==> config.mk <==
export PLATFORM = sky130hd
export DESIGN_NAME = pubsub_frame_parser
export DESIGN_NICKNAME = d
export VERILOG_FILES = /design/src/hw/rtl/pfp_pkg.sv /design/src/hw/rtl/pfp_step.sv /design/src/hw/rtl/pubsub_frame_parser.sv
export SDC_FILE = /design/constraint.sdc
export NUM_CORES = 1
export LEC_CHECK = 0
export BUFFER_PORTS_ARGS = -buffer_cell sky130_fd_sc_hd__buf_2
export CORE_UTILIZATION = 57
export CTS_BUF_LIST = sky130_fd_sc_hd__clkbuf_16
export DETAILED_ROUTE_END_ITERATION = 10
export GPL_ROUTABILITY_DRIVEN = 0
export GPL_TIMING_DRIVEN = 1
export PLACE_DENSITY_LB_ADDON = 0.08
export RECOVER_POWER = 100
export SYNTH_ARGS = -nofsm -noshare
export SYNTH_HDL_FRONTEND = slang
export SYNTH_HIERARCHICAL = 1
export SYNTH_SLANG_ARGS = --single-unit
export TNS_END_PERCENT = 20
==> constraint.sdc <==
create_clock -name clk -period 3.2 [get_ports clk]
set_input_delay 0.48 -clock clk [delete_from_list [all_inputs] [get_ports clk]]
set_output_delay 0.48 -clock clk [all_outputs]
set_load 0.05 [all_outputs]
==> src/hw/rtl/pfp_pkg.sv <==
// Shared types, codes and constants for the publish/subscribe frame parser.
`default_nettype none

package pfp_pkg;

  localparam int LENGTH_BITS_DEFAULT = 16;
  localparam int FIELD_LEN_W         = 16;
  localparam int MAX_LEN_W           = 16;
  localparam logic [MAX_LEN_W-1:0] MAX_LENGTH_RESET = 16'd1024;

  localparam logic [7:0] CH_HASH = 8'h23;
  localparam logic [7:0] CH_M    = 8'h6D;
  localparam logic [7:0] CH_S    = 8'h73;
  localparam logic [7:0] CH_U    = 8'h75;
  localparam logic [7:0] CH_G    = 8'h67;
  localparam logic [7:0] CH_B    = 8'h62;
  localparam logic [7:0] CH_N    = 8'h6E;
  localparam logic [7:0] CH_SPACE = 8'h20;
  localparam logic [7:0] CH_TAB   = 8'h09;
  localparam logic [7:0] CH_CR    = 8'h0D;
  localparam logic [7:0] CH_UPPER_A = 8'h41;
  localparam logic [7:0] CH_UPPER_Z = 8'h5A;
  localparam logic [7:0] CASE_OFFSET = 8'h20;

  localparam logic [1:0] TAG_NONE  = 2'd0;
  localparam logic [1:0] TAG_ID    = 2'd1;
  localparam logic [1:0] TAG_TOPIC = 2'd2;
  localparam logic [1:0] TAG_BODY  = 2'd3;

  localparam logic [1:0] KIND_UNKNOWN = 2'd0;
  localparam logic [1:0] KIND_MSG     = 2'd1;
  localparam logic [1:0] KIND_SUB     = 2'd2;
  localparam logic [1:0] KIND_UNSUB   = 2'd3;

  localparam logic [1:0] PHASE_PARSING = 2'd0;
  localparam logic [1:0] PHASE_DONE    = 2'd1;
  localparam logic [1:0] PHASE_ERROR   = 2'd2;

  localparam logic [1:0] VERDICT_OK       = 2'd0;
  localparam logic [1:0] VERDICT_SYNTAX   = 2'd1;
  localparam logic [1:0] VERDICT_TOO_LONG = 2'd2;

  typedef enum logic [4:0] {
    PS_WAIT_HASH   = 5'd0,
    PS_TYPE        = 5'd1,
    PS_M           = 5'd2,
    PS_MS          = 5'd3,
    PS_S           = 5'd4,
    PS_SU          = 5'd5,
    PS_U           = 5'd6,
    PS_UN          = 5'd7,
    PS_UNS         = 5'd8,
    PS_UNSU        = 5'd9,
    PS_TYPE_END    = 5'd10,
    PS_ID_FIRST    = 5'd11,
    PS_ID          = 5'd12,
    PS_TOPIC_FIRST = 5'd13,
    PS_TOPIC       = 5'd14,
    PS_BODY_FIRST  = 5'd15,
    PS_BODY        = 5'd16
  } parse_state_t;

  typedef struct packed {
    parse_state_t parse_state;
    logic [1:0]   kind;
    logic         error_flag;
    logic         done_flag;
  } frame_ctrl_t;

  localparam frame_ctrl_t CTRL_RESET = '{
    parse_state: PS_WAIT_HASH,
    kind:        KIND_UNKNOWN,
    error_flag:  1'b0,
    done_flag:   1'b0
  };

  typedef struct packed {
    logic [7:0]             byte_out;
    logic [1:0]             field_tag;
    logic                   field_end;
    logic [FIELD_LEN_W-1:0] field_length;
    logic [1:0]             msg_kind;
    logic [1:0]             phase;
    logic                   last_out;
    logic [1:0]             verdict;
    logic                   complete;
  } result_t;

endpackage

`default_nettype wire

==> src/hw/rtl/pfp_step.sv <==
// One parse step: next frame state and the result item for one input byte.
`default_nettype none

module pfp_step #(
  parameter int LENGTH_BITS = pfp_pkg::LENGTH_BITS_DEFAULT
) (
  input  wire pfp_pkg::frame_ctrl_t           ctrl,
  input  wire logic [LENGTH_BITS-1:0]         pos,
  input  wire logic [LENGTH_BITS-1:0]         fstart,
  input  wire logic [pfp_pkg::MAX_LEN_W-1:0]  max_length,
  input  wire logic [7:0]                     data_byte,
  input  wire logic                           last,
  output pfp_pkg::frame_ctrl_t                ctrl_next,
  output logic [LENGTH_BITS-1:0]              pos_next,
  output logic [LENGTH_BITS-1:0]              fstart_next,
  output pfp_pkg::result_t                    result
);

  localparam int CMP_W = (LENGTH_BITS > pfp_pkg::MAX_LEN_W) ? LENGTH_BITS
                                                            : pfp_pkg::MAX_LEN_W;
  localparam logic [LENGTH_BITS-1:0] POS_MAX = {LENGTH_BITS{1'b1}};

  logic                   is_hash;
  logic                   is_space;
  logic [7:0]             lower;
  logic [LENGTH_BITS-1:0] diff;
  pfp_pkg::frame_ctrl_t   st;
  logic [1:0]             tag;
  logic                   fend;
  logic                   too_long;

  assign is_hash  = (data_byte == pfp_pkg::CH_HASH);
  assign is_space = (data_byte == pfp_pkg::CH_SPACE) ||
                    ((data_byte >= pfp_pkg::CH_TAB) && (data_byte <= pfp_pkg::CH_CR));
  assign lower    = ((data_byte >= pfp_pkg::CH_UPPER_A) && (data_byte <= pfp_pkg::CH_UPPER_Z))
                    ? data_byte + pfp_pkg::CASE_OFFSET : data_byte;
  assign diff     = pos - fstart;
  assign too_long = CMP_W'(pos) >= CMP_W'(max_length);

  always_comb begin
    st          = ctrl;
    tag         = pfp_pkg::TAG_NONE;
    fend        = 1'b0;
    fstart_next = fstart;
    if (!ctrl.error_flag && !ctrl.done_flag) begin
      unique case (ctrl.parse_state)
        pfp_pkg::PS_WAIT_HASH: begin
          if (is_hash) st.parse_state = pfp_pkg::PS_TYPE;
          else if (!is_space) st.error_flag = 1'b1;
        end
        pfp_pkg::PS_TYPE: begin
          if (lower == pfp_pkg::CH_M) st.parse_state = pfp_pkg::PS_M;
          else if (lower == pfp_pkg::CH_S) st.parse_state = pfp_pkg::PS_S;
          else if (lower == pfp_pkg::CH_U) st.parse_state = pfp_pkg::PS_U;
          else st.error_flag = 1'b1;
        end
        pfp_pkg::PS_M: begin
          if (lower == pfp_pkg::CH_S) st.parse_state = pfp_pkg::PS_MS;
          else st.error_flag = 1'b1;
        end
        pfp_pkg::PS_MS: begin
          if (lower == pfp_pkg::CH_G) begin
            st.parse_state = pfp_pkg::PS_TYPE_END;
            st.kind        = pfp_pkg::KIND_MSG;
          end else st.error_flag = 1'b1;
        end
        pfp_pkg::PS_S: begin
          if (lower == pfp_pkg::CH_U) st.parse_state = pfp_pkg::PS_SU;
          else st.error_flag = 1'b1;
        end
        pfp_pkg::PS_SU: begin
          if (lower == pfp_pkg::CH_B) begin
            st.parse_state = pfp_pkg::PS_TYPE_END;
            st.kind        = pfp_pkg::KIND_SUB;
          end else st.error_flag = 1'b1;
        end
        pfp_pkg::PS_U: begin
          if (lower == pfp_pkg::CH_N) st.parse_state = pfp_pkg::PS_UN;
          else st.error_flag = 1'b1;
        end
        pfp_pkg::PS_UN: begin
          if (lower == pfp_pkg::CH_S) st.parse_state = pfp_pkg::PS_UNS;
          else st.error_flag = 1'b1;
        end
        pfp_pkg::PS_UNS: begin
          if (lower == pfp_pkg::CH_U) st.parse_state = pfp_pkg::PS_UNSU;
          else st.error_flag = 1'b1;
        end
        pfp_pkg::PS_UNSU: begin
          if (lower == pfp_pkg::CH_B) begin
            st.parse_state = pfp_pkg::PS_TYPE_END;
            st.kind        = pfp_pkg::KIND_UNSUB;
          end else st.error_flag = 1'b1;
        end
        pfp_pkg::PS_TYPE_END: begin
          if (is_hash) st.parse_state = pfp_pkg::PS_ID_FIRST;
          else st.error_flag = 1'b1;
        end
        pfp_pkg::PS_ID_FIRST: begin
          fstart_next    = pos;
          st.parse_state = pfp_pkg::PS_ID;
          if (is_hash) st.error_flag = 1'b1;
          else tag = pfp_pkg::TAG_ID;
        end
        pfp_pkg::PS_TOPIC_FIRST: begin
          fstart_next    = pos;
          st.parse_state = pfp_pkg::PS_TOPIC;
          if (is_hash) st.error_flag = 1'b1;
          else tag = pfp_pkg::TAG_TOPIC;
        end
        pfp_pkg::PS_BODY_FIRST: begin
          fstart_next    = pos;
          st.parse_state = pfp_pkg::PS_BODY;
          if (is_hash) st.error_flag = 1'b1;
          else tag = pfp_pkg::TAG_BODY;
        end
        pfp_pkg::PS_ID: begin
          if (is_hash) begin
            fend           = 1'b1;
            st.parse_state = pfp_pkg::PS_TOPIC_FIRST;
          end else tag = pfp_pkg::TAG_ID;
        end
        pfp_pkg::PS_TOPIC: begin
          if (is_hash) begin
            fend = 1'b1;
            if (ctrl.kind == pfp_pkg::KIND_MSG) st.parse_state = pfp_pkg::PS_BODY_FIRST;
            else st.done_flag = 1'b1;
          end else tag = pfp_pkg::TAG_TOPIC;
        end
        pfp_pkg::PS_BODY: begin
          if (is_hash) begin
            fend         = 1'b1;
            st.done_flag = 1'b1;
          end else tag = pfp_pkg::TAG_BODY;
        end
        default: st.error_flag = 1'b1;
      endcase
    end
  end

  always_comb begin
    result.byte_out     = data_byte;
    result.field_tag    = tag;
    result.field_end    = fend;
    result.field_length = fend ? pfp_pkg::FIELD_LEN_W'(diff) : '0;
    result.msg_kind     = st.kind;
    result.phase        = st.error_flag ? pfp_pkg::PHASE_ERROR :
                          (st.done_flag ? pfp_pkg::PHASE_DONE : pfp_pkg::PHASE_PARSING);
    result.last_out     = last;
    result.verdict      = !last ? pfp_pkg::VERDICT_OK :
                          (too_long ? pfp_pkg::VERDICT_TOO_LONG :
                          (st.error_flag ? pfp_pkg::VERDICT_SYNTAX : pfp_pkg::VERDICT_OK));
    result.complete     = st.done_flag;
  end

  // Clear the frame after the last byte; otherwise advance with saturation.
  always_comb begin
    if (last) begin
      ctrl_next = pfp_pkg::CTRL_RESET;
      pos_next  = '0;
    end else begin
      ctrl_next = st;
      pos_next  = (pos == POS_MAX) ? pos : pos + 1'b1;
    end
  end

endmodule

`default_nettype wire

==> src/hw/rtl/pubsub_frame_parser.sv <==
// Top level of the publish/subscribe frame parser: registers, handshake, checks.
//
//  channel | dir | handshake          | payload
//  --------+-----+--------------------+------------------------------------------
//  s_axis  | in  | s_tvalid/s_tready  | s_tdata: data_byte; s_tlast: last
//  m_axis  | out | m_tvalid/m_tready  | m_tdata/m_tuser: result; m_tlast: last_out
//  cfg     | in  | cfg_we             | cfg_wdata: max_length
//
// Each byte passes from acceptance into the input register, then through the
// parse step into the result register. While the output does not stall, a
// new byte is taken every cycle; throughput is one item per cycle, set by the
// single parse step between the two registers. When the output stalls, the
// input register holds one byte and s_tready drops until the result is taken.
// rst is synchronous; it clears the frame state and sets max_length to 1024.
`default_nettype none

module pubsub_frame_parser #(
  parameter int LENGTH_BITS = pfp_pkg::LENGTH_BITS_DEFAULT
) (
  input  wire  logic        clk,
  input  wire  logic        rst,
  input  wire  logic        s_tvalid,
  output logic              s_tready,
  input  wire  logic [7:0]  s_tdata,   // [7:0] data_byte
  input  wire  logic        s_tlast,   // last
  output logic              m_tvalid,
  input  wire  logic        m_tready,
  output logic [31:0]       m_tdata,   // [7:0] byte_out, [8] field_end,
                                       // [24:9] field_length, [26:25] phase,
                                       // [28:27] verdict, [29] complete, rest 0
  output logic [3:0]        m_tuser,   // [1:0] field_tag, [3:2] msg_kind
  output logic              m_tlast,   // last_out
  input  wire  logic        cfg_we,
  input  wire  logic [pfp_pkg::MAX_LEN_W-1:0] cfg_wdata  // max_length
);

  // input register
  logic       in_valid;
  logic [7:0] in_byte;
  logic       in_last;

  // frame state
  pfp_pkg::frame_ctrl_t     ctrl;
  pfp_pkg::frame_ctrl_t     ctrl_next;
  logic [LENGTH_BITS-1:0]   pos;
  logic [LENGTH_BITS-1:0]   pos_next;
  logic [LENGTH_BITS-1:0]   fstart;
  logic [LENGTH_BITS-1:0]   fstart_next;
  logic [pfp_pkg::MAX_LEN_W-1:0] max_length;

  // result register
  logic             out_valid;
  pfp_pkg::result_t out_res;
  pfp_pkg::result_t step_res;

  logic advance;

  // Move the held byte into the result register when that slot is free.
  assign advance  = in_valid && (!out_valid || m_tready);
  assign s_tready = !in_valid || advance;

  always_ff @(posedge clk) begin
    if (rst) begin
      max_length <= pfp_pkg::MAX_LENGTH_RESET;
    end else if (cfg_we) begin
      max_length <= cfg_wdata;
    end
  end

  always_ff @(posedge clk) begin
    if (rst) begin
      in_valid <= 1'b0;
    end else if (s_tready) begin
      in_valid <= s_tvalid;
    end
  end

  // Payload: load on every accepted byte, no reset needed.
  always_ff @(posedge clk) begin
    if (s_tvalid && s_tready) begin
      in_byte <= s_tdata;
      in_last <= s_tlast;
    end
  end

  pfp_step #(
    .LENGTH_BITS (LENGTH_BITS)
  ) u_step (
    .ctrl        (ctrl),
    .pos         (pos),
    .fstart      (fstart),
    .max_length  (max_length),
    .data_byte   (in_byte),
    .last        (in_last),
    .ctrl_next   (ctrl_next),
    .pos_next    (pos_next),
    .fstart_next (fstart_next),
    .result      (step_res)
  );

  // Advance frame state only when a byte leaves the input register.
  always_ff @(posedge clk) begin
    if (rst) begin
      ctrl   <= pfp_pkg::CTRL_RESET;
      pos    <= '0;
      fstart <= '0;
    end else if (advance) begin
      ctrl   <= ctrl_next;
      pos    <= pos_next;
      fstart <= in_last ? '0 : fstart_next;
    end
  end

  always_ff @(posedge clk) begin
    if (rst) begin
      out_valid <= 1'b0;
    end else if (advance) begin
      out_valid <= 1'b1;
    end else if (m_tready) begin
      out_valid <= 1'b0;
    end
  end

  always_ff @(posedge clk) begin
    if (advance) begin
      out_res <= step_res;
    end
  end

  assign m_tvalid = out_valid;
  assign m_tlast  = out_res.last_out;
  assign m_tuser  = {out_res.msg_kind, out_res.field_tag};
  assign m_tdata  = {2'b00, out_res.complete, out_res.verdict, out_res.phase,
                     out_res.field_length, out_res.field_end, out_res.byte_out};

  // Error and finished can never both be set within one frame.
  a_err_done_excl: assert property (@(posedge clk) disable iff (rst)
    !(ctrl.error_flag && ctrl.done_flag))
    else $error("error and done flags both set");

  // A last byte leaves the frame state cleared for the next frame.
  a_clear_after_last: assert property (@(posedge clk) disable iff (rst)
    (advance && in_last) |=>
      (ctrl.parse_state == pfp_pkg::PS_WAIT_HASH) && (pos == '0) && !ctrl.error_flag)
    else $error("frame state not cleared after last byte");

  // A closing hash is never tagged as field content.
  a_end_untagged: assert property (@(posedge clk) disable iff (rst)
    (out_valid && out_res.field_end) |-> (out_res.field_tag == pfp_pkg::TAG_NONE))
    else $error("field end carries a field tag");

  // A byte that advances always shows up as a pending result.
  a_advance_out: assert property (@(posedge clk) disable iff (rst)
    advance |=> out_valid)
    else $error("advanced byte produced no result");

endmodule

`default_nettype wire
After elaboration in Yosys (flattened, before gate mapping)
Cells that the tools add are included.
{ "word_totals": {"ff_bits": 103, "in_bits": 30, "output_inout_bits": 39} }
{ "op_classes": {"add_sub_neg": 3, "n_lt_le_gt_ge": 5, "eq_ne": 41, "muxes": 54, "bitwise": 1, "reduce_logical": 29} }
{ "ops": {"columns": ["operator", "n"], "rows": [
  ["16-bit 2-to-1 mux", 5],
  ["5-bit case mux with 16 select lines", 1],
  ["5-bit 2-to-1 mux", 13],
  ["8-bit by 7-bit == test with 1-bit output, second input constant", 6],
  ["5-bit by 4-bit == test with 1-bit output, second input constant", 8],
  ["3-bit by 2-bit != test with 1-bit output, second input constant", 13],
  ["1-bit 2-to-1 mux", 22],
  ["7-bit 2-to-1 mux", 3],
  ["5-bit by 3-bit == test with 1-bit output, second input constant", 4],
  ["9-bit 2-to-1 mux", 2],
  ["17-bit AND reduction", 1],
  ["17-bit nonzero test", 1],
  ["16-bit by 1-bit adder with 16-bit output, second input constant", 1],
  ["16-bit == test, second input constant", 1],
  ["8-bit by 6-bit == test with 1-bit output, second input constant", 2],
  ["16-bit >= comparator", 1],
  ["16-bit subtractor", 1],
  ["2-bit OR reduction", 7],
  ["2-bit case mux with 3 select lines", 2],
  ["5-bit by 2-bit == test with 1-bit output, second input constant", 2],
  ["1-bit case mux with 10 select lines", 1],
  ["8-bit by 6-bit adder with 8-bit output, second input constant", 1],
  ["8-bit by 4-bit >= comparator with 1-bit output, second input constant", 1],
  ["8-bit by 7-bit >= comparator with 1-bit output, second input constant", 1],
  ["other kinds (19)", 33]
]} }

Depth between registers and ports, before layout
{ "depth": {"word_depth": 11, "ltp_mapped": 11} }

Modules after synthesis
Netlist, hierarchy kept.
{ "by_module_without_submodules": {"columns": ["mod", "n_inst", "cells_each", "area_per_inst_um2", "seq_area_each_um2"], "rows": [
  ["pubsub_frame_parser", 1, 298, 3639.7, 2502.4],
  ["pfp_step", 1, 454, 2717.6, 0.0]
]} }

Worst setup path before layout
No wires, ideal clock.
{ "synth_path": {"kind": "reg-to-reg", "start": "register out_valid, in the netlist m_tvalid", "end": "register out_res, in the netlist m_tdata[0] (enable)", "setup_time_ns": 0.428, "arrival_ns": 2.373, "required_time_ns": 2.772, "setup_slack_ns": 0.399, "path_stages_with_launch": 4, "path_cell_list": "dfxtp_1 -> and2b_4 -> buf_6 -> nor2_1"} }
{ "synth_via": {"elab_chain_len": 3} }
{ "synth_rtl": {"columns": ["element", "line_no", "rtl"], "rows": [
  ["from (decl)", "pubsub_frame_parser.sv:52", "logic out_valid;"],
  ["from (signal assigned)", "pubsub_frame_parser.sv:116", "out_valid <= 1'b0;"],
  ["from (signal assigned)", "pubsub_frame_parser.sv:118", "out_valid <= 1'b1;"],
  ["from (signal assigned)", "pubsub_frame_parser.sv:120", "out_valid <= 1'b0;"],
  ["1-bit logical NOT", "pubsub_frame_parser.sv:59", "assign advance = in_valid && (!out_valid || m_tready);"],
  ["1-bit logical OR", "pubsub_frame_parser.sv:59", null],
  ["1-bit logical AND", "pubsub_frame_parser.sv:59", null],
  ["net advance", "pubsub_frame_parser.sv:56", "logic advance;"],
  ["to (signal assigned)", "pubsub_frame_parser.sv:126", "out_res <= step_res;"],
  ["to (decl)", "pubsub_frame_parser.sv:53", "pfp_pkg::result_t out_res;"]
]} }
The timed path passes the listed nets, and every way through them passes these cells.
A chain may end at the register's enable or synchronous reset.

==> impl_metrics.csv <==
group,metric,value,unit
run_status,status,"complete, but fails checks",
timing,tns,0,ns
yosys,synth_xor_area_share,3.44,%
timing,skew,0.0102,ns
timing,fmax,345,MHz
clock_network,cts_tree,"done",
yosys,synth_top_family_by_area,"simple AND/OR/NAND/NOR gates",
grt,overflow,0,
grt,grt_pass1_wl,25.2,mm
routing,postRouteAntennaNets,0,
run_status,failed_checks,"max-capacitance violations, max-slew violations",
worst_setup_path,crit_path_max_fanout,12,
timing,final_hold_viol_count,0,
routing,drt_wl_total,15.5,mm
clock_network,ctsRootBufferMaster,"clkbuf_16",
yosys,synth-seq-area-share,39.4,%
routing,routed_via_density,6.18,
routing,drc,0,
floorplan,die-area,0.0116,mm²
timing,period_needed,2.90,ns
min_path,hold_class,"input port to flip-flop",
yosys,synthDominantCellAreaShare,20.8,%
final_layout,n_fill_cell,954,
final_layout,areaGrowthSynthToFinish,8.76,%
yosys,yosysTopAreaCell,"edfxtp_1",
clock_network,clk_pin_slew,0.07,ns
clock_network,cts_setup_buffers,0,
floorplan,row_count,38,
worst_setup_path,worst-setup-path-type,"flip-flop to flip-flop",
yosys,netlist_area,0.00636,mm²
grt,grt_max_degree,60,
yosys,ys_ff_latch,103,
clock_network,holdBufCountCts,0,
final_layout,final_cell_mix,"81 x nor2_1, 72 x a21oi_1, 71 x o21ai_0, 59 x dfxtp_1",
floorplan,die_h,108,µm
timing,relSlewSlack,-80.7,%
clock_network,htreeDepth,3,
yosys,synth-simple-area-share,20.5,%
floorplan,core_area,0.0108,mm²
clock_network,cts_inserted_buffers,9,
final_layout,diodes,0,
grt,grt_pass1_vias,5159,
yosys,synthAdderAreaFrac,6.97,%
placement,dp_hpwl,10.4,mm
worst_setup_path,cp_data_required_time,3.44,ns
floorplan,ios,69,
placement,dp_slack,0.432,ns
routing,firstDrtPassIters,6,
yosys,synth_compound_area_share,19.0,%
clock_network,cts_resized,0,
yosys,synth_area_per_cell,8.45,µm²
timing,tightest_slew,2.71,ns
power_and_ir_drop,ir_worst_vdd,0.282,mV
power_and_ir_drop,power.leakage,2.52,nW
power_and_ir_drop,power_density,418,mW/mm²
timing,rsz0062_at_grt,"no",
job,drv_cap,3,
grt,track_usage,27.5,%
worst_setup_path,arrival,3.14,ns
yosys,synth-warning-count,6,
yosys,synthTopCellsByArea,"edfxtp_1 21%, dfxtp_1 19%, ha_1 6.5%, a21oi_1 5.7%, o21ai_0 5.5%",
yosys,syn_inst,752,
yosys,ys.flop_type,"dfxtp_1",
clock_network,cts-root-to-sink-buffers,2,
yosys,async_flop_share,0,%
worst_setup_path,cp-start-kind,"flip-flop",
timing,slew_viol_final,144,
final_layout,layout-drive-gt1-share,8.58,%
timing,finalSetupViolations,0,
clock_network,clock-sinks,103,
clock_network,clock_latency,0.35,ns
final_layout,final_common_cell,"nor2_1",
worst_setup_path,cp-end-kind,"flip-flop",
placement,port_buffers,66,
grt,antenna_found_initial,0,
routing,vias,5767,
routing,wire_per_inst,16.6,µm
yosys,synthMuxAreaShare,2.72,%
routing,drt_iter0_drc,744,
timing,setup_slack,0.300,ns
final_layout,nets,852,
yosys,synth_edf_count,44,
yosys,yosysUniqueCellTypes,61,
floorplan,die_x,108,µm
power_and_ir_drop,total_power,2.89,mW
timing,period_share,90.6,%
floorplan,start_util,58.6,%
[state kept, by name, indices dropped and copies added, names as in the netlist]
signal	flops
pos	16
fstart	16
m_tvalid	1
in_last	1
m_tlast	1
in_byte	8
m_tuser	4
in_valid	1
m_tdata	30
max_length	16
ctrl	9
[worst paths after layout]
check / end / depth (start not counted) / start / slack [ns]
hold reg to reg: fstart[10] / 2 / fstart[10] / 0.47
setup / recovery: ctrl[1] / 10 / in_byte[5] / 0.30
setup reg to reg: ctrl[1] / 10 / in_byte[5] / 0.30
hold / removal: in_byte[0] / 1 / s_tdata[0] / 0.31
[critical path: stages, from the launching register on]
cell      delay, ns
edfxtp_1       0.48
ha_1           0.32
nor2b_1        0.13
o21ai_1        0.61
a21oi_1        0.10
nor3_1         0.31
o32ai_1        0.16
a41oi_1        0.32
and2_0         0.17
nand3_1        0.06
a21oi_1        0.14
[final cells by class]
class | instances | area [µm²] | area share [%]
inverters | 44 | 165 | 2.39
multi-input cells | 548 | 3360 | 48.6
flip-flops and latches | 103 | 2500 | 36.2
clock buffers | 9 | 225 | 3.26
clock inverters | 7 | 95.1 | 1.38
repair buffers | 82 | 392 | 5.66
well taps | 140 | 175 | 2.53
[cell usage after synthesis, types with 4 or more instances]
master,count
nor2_1,82
a21oi_1,72
o21ai_0,70
dfxtp_1,59
edfxtp_1,44
nand3_1,44
inv_1,43
nand2_1,37
ha_1,33
clkbuf_1,20
nand4b_1,18
buf_4,16
o21ai_1,16
mux2i_1,15
nor3_1,15
buf_2,14
nor2b_1,14
xor2_1,13
xnor2_1,12
a31oi_1,11
and2_1,8
nand2b_1,7
nand4_1,7
o22ai_1,7
buf_6,6
and3_1,5
o211ai_1,5
o21a_1,5
a21o_1,4
[stage by stage]
stage | cell area (µm²) | std cells | hold WS (ns) | utilization [%]
floorplan | 6360 | 753 | 0.450 | -
finish | 6910 | 933 | 0.311 | 63.8
global placement | 6660 | 917 | 0.455 | 61.4
detailed placement | 6660 | 917 | 0.465 | 61.4
CTS | 6980 | 933 | 0.303 | 64.4
global route | 6910 | 933 | 0.298 | 63.8
[layer usage]
layer	GRT usage (%)	vias up	share of wire (%)
met5	0	-	0
met4	11.5	0	2.2
met3	3.75	38	7.6
met2	41.5	277	44
met1	39.5	2699	46
li1	-	2753	-
[cells by family after synthesis]
group / Yosys count
other cells: 1
buf+inv: 102
simple gates: 256
xor+xnor: 25
fa+ha+maj: 35
mux: 17
flops: 103
compound gates: 213
[power breakdown]
part	switching, mW	leakage [nW]	internal (mW)	total [mW]
registers	0.0252	0.898	1.41	1.44
clock network	0.498	0.156	0.687	1.18
logic	0.201	1.46	0.0689	0.270
Note: power is estimated with default switching activity, not from simulation.
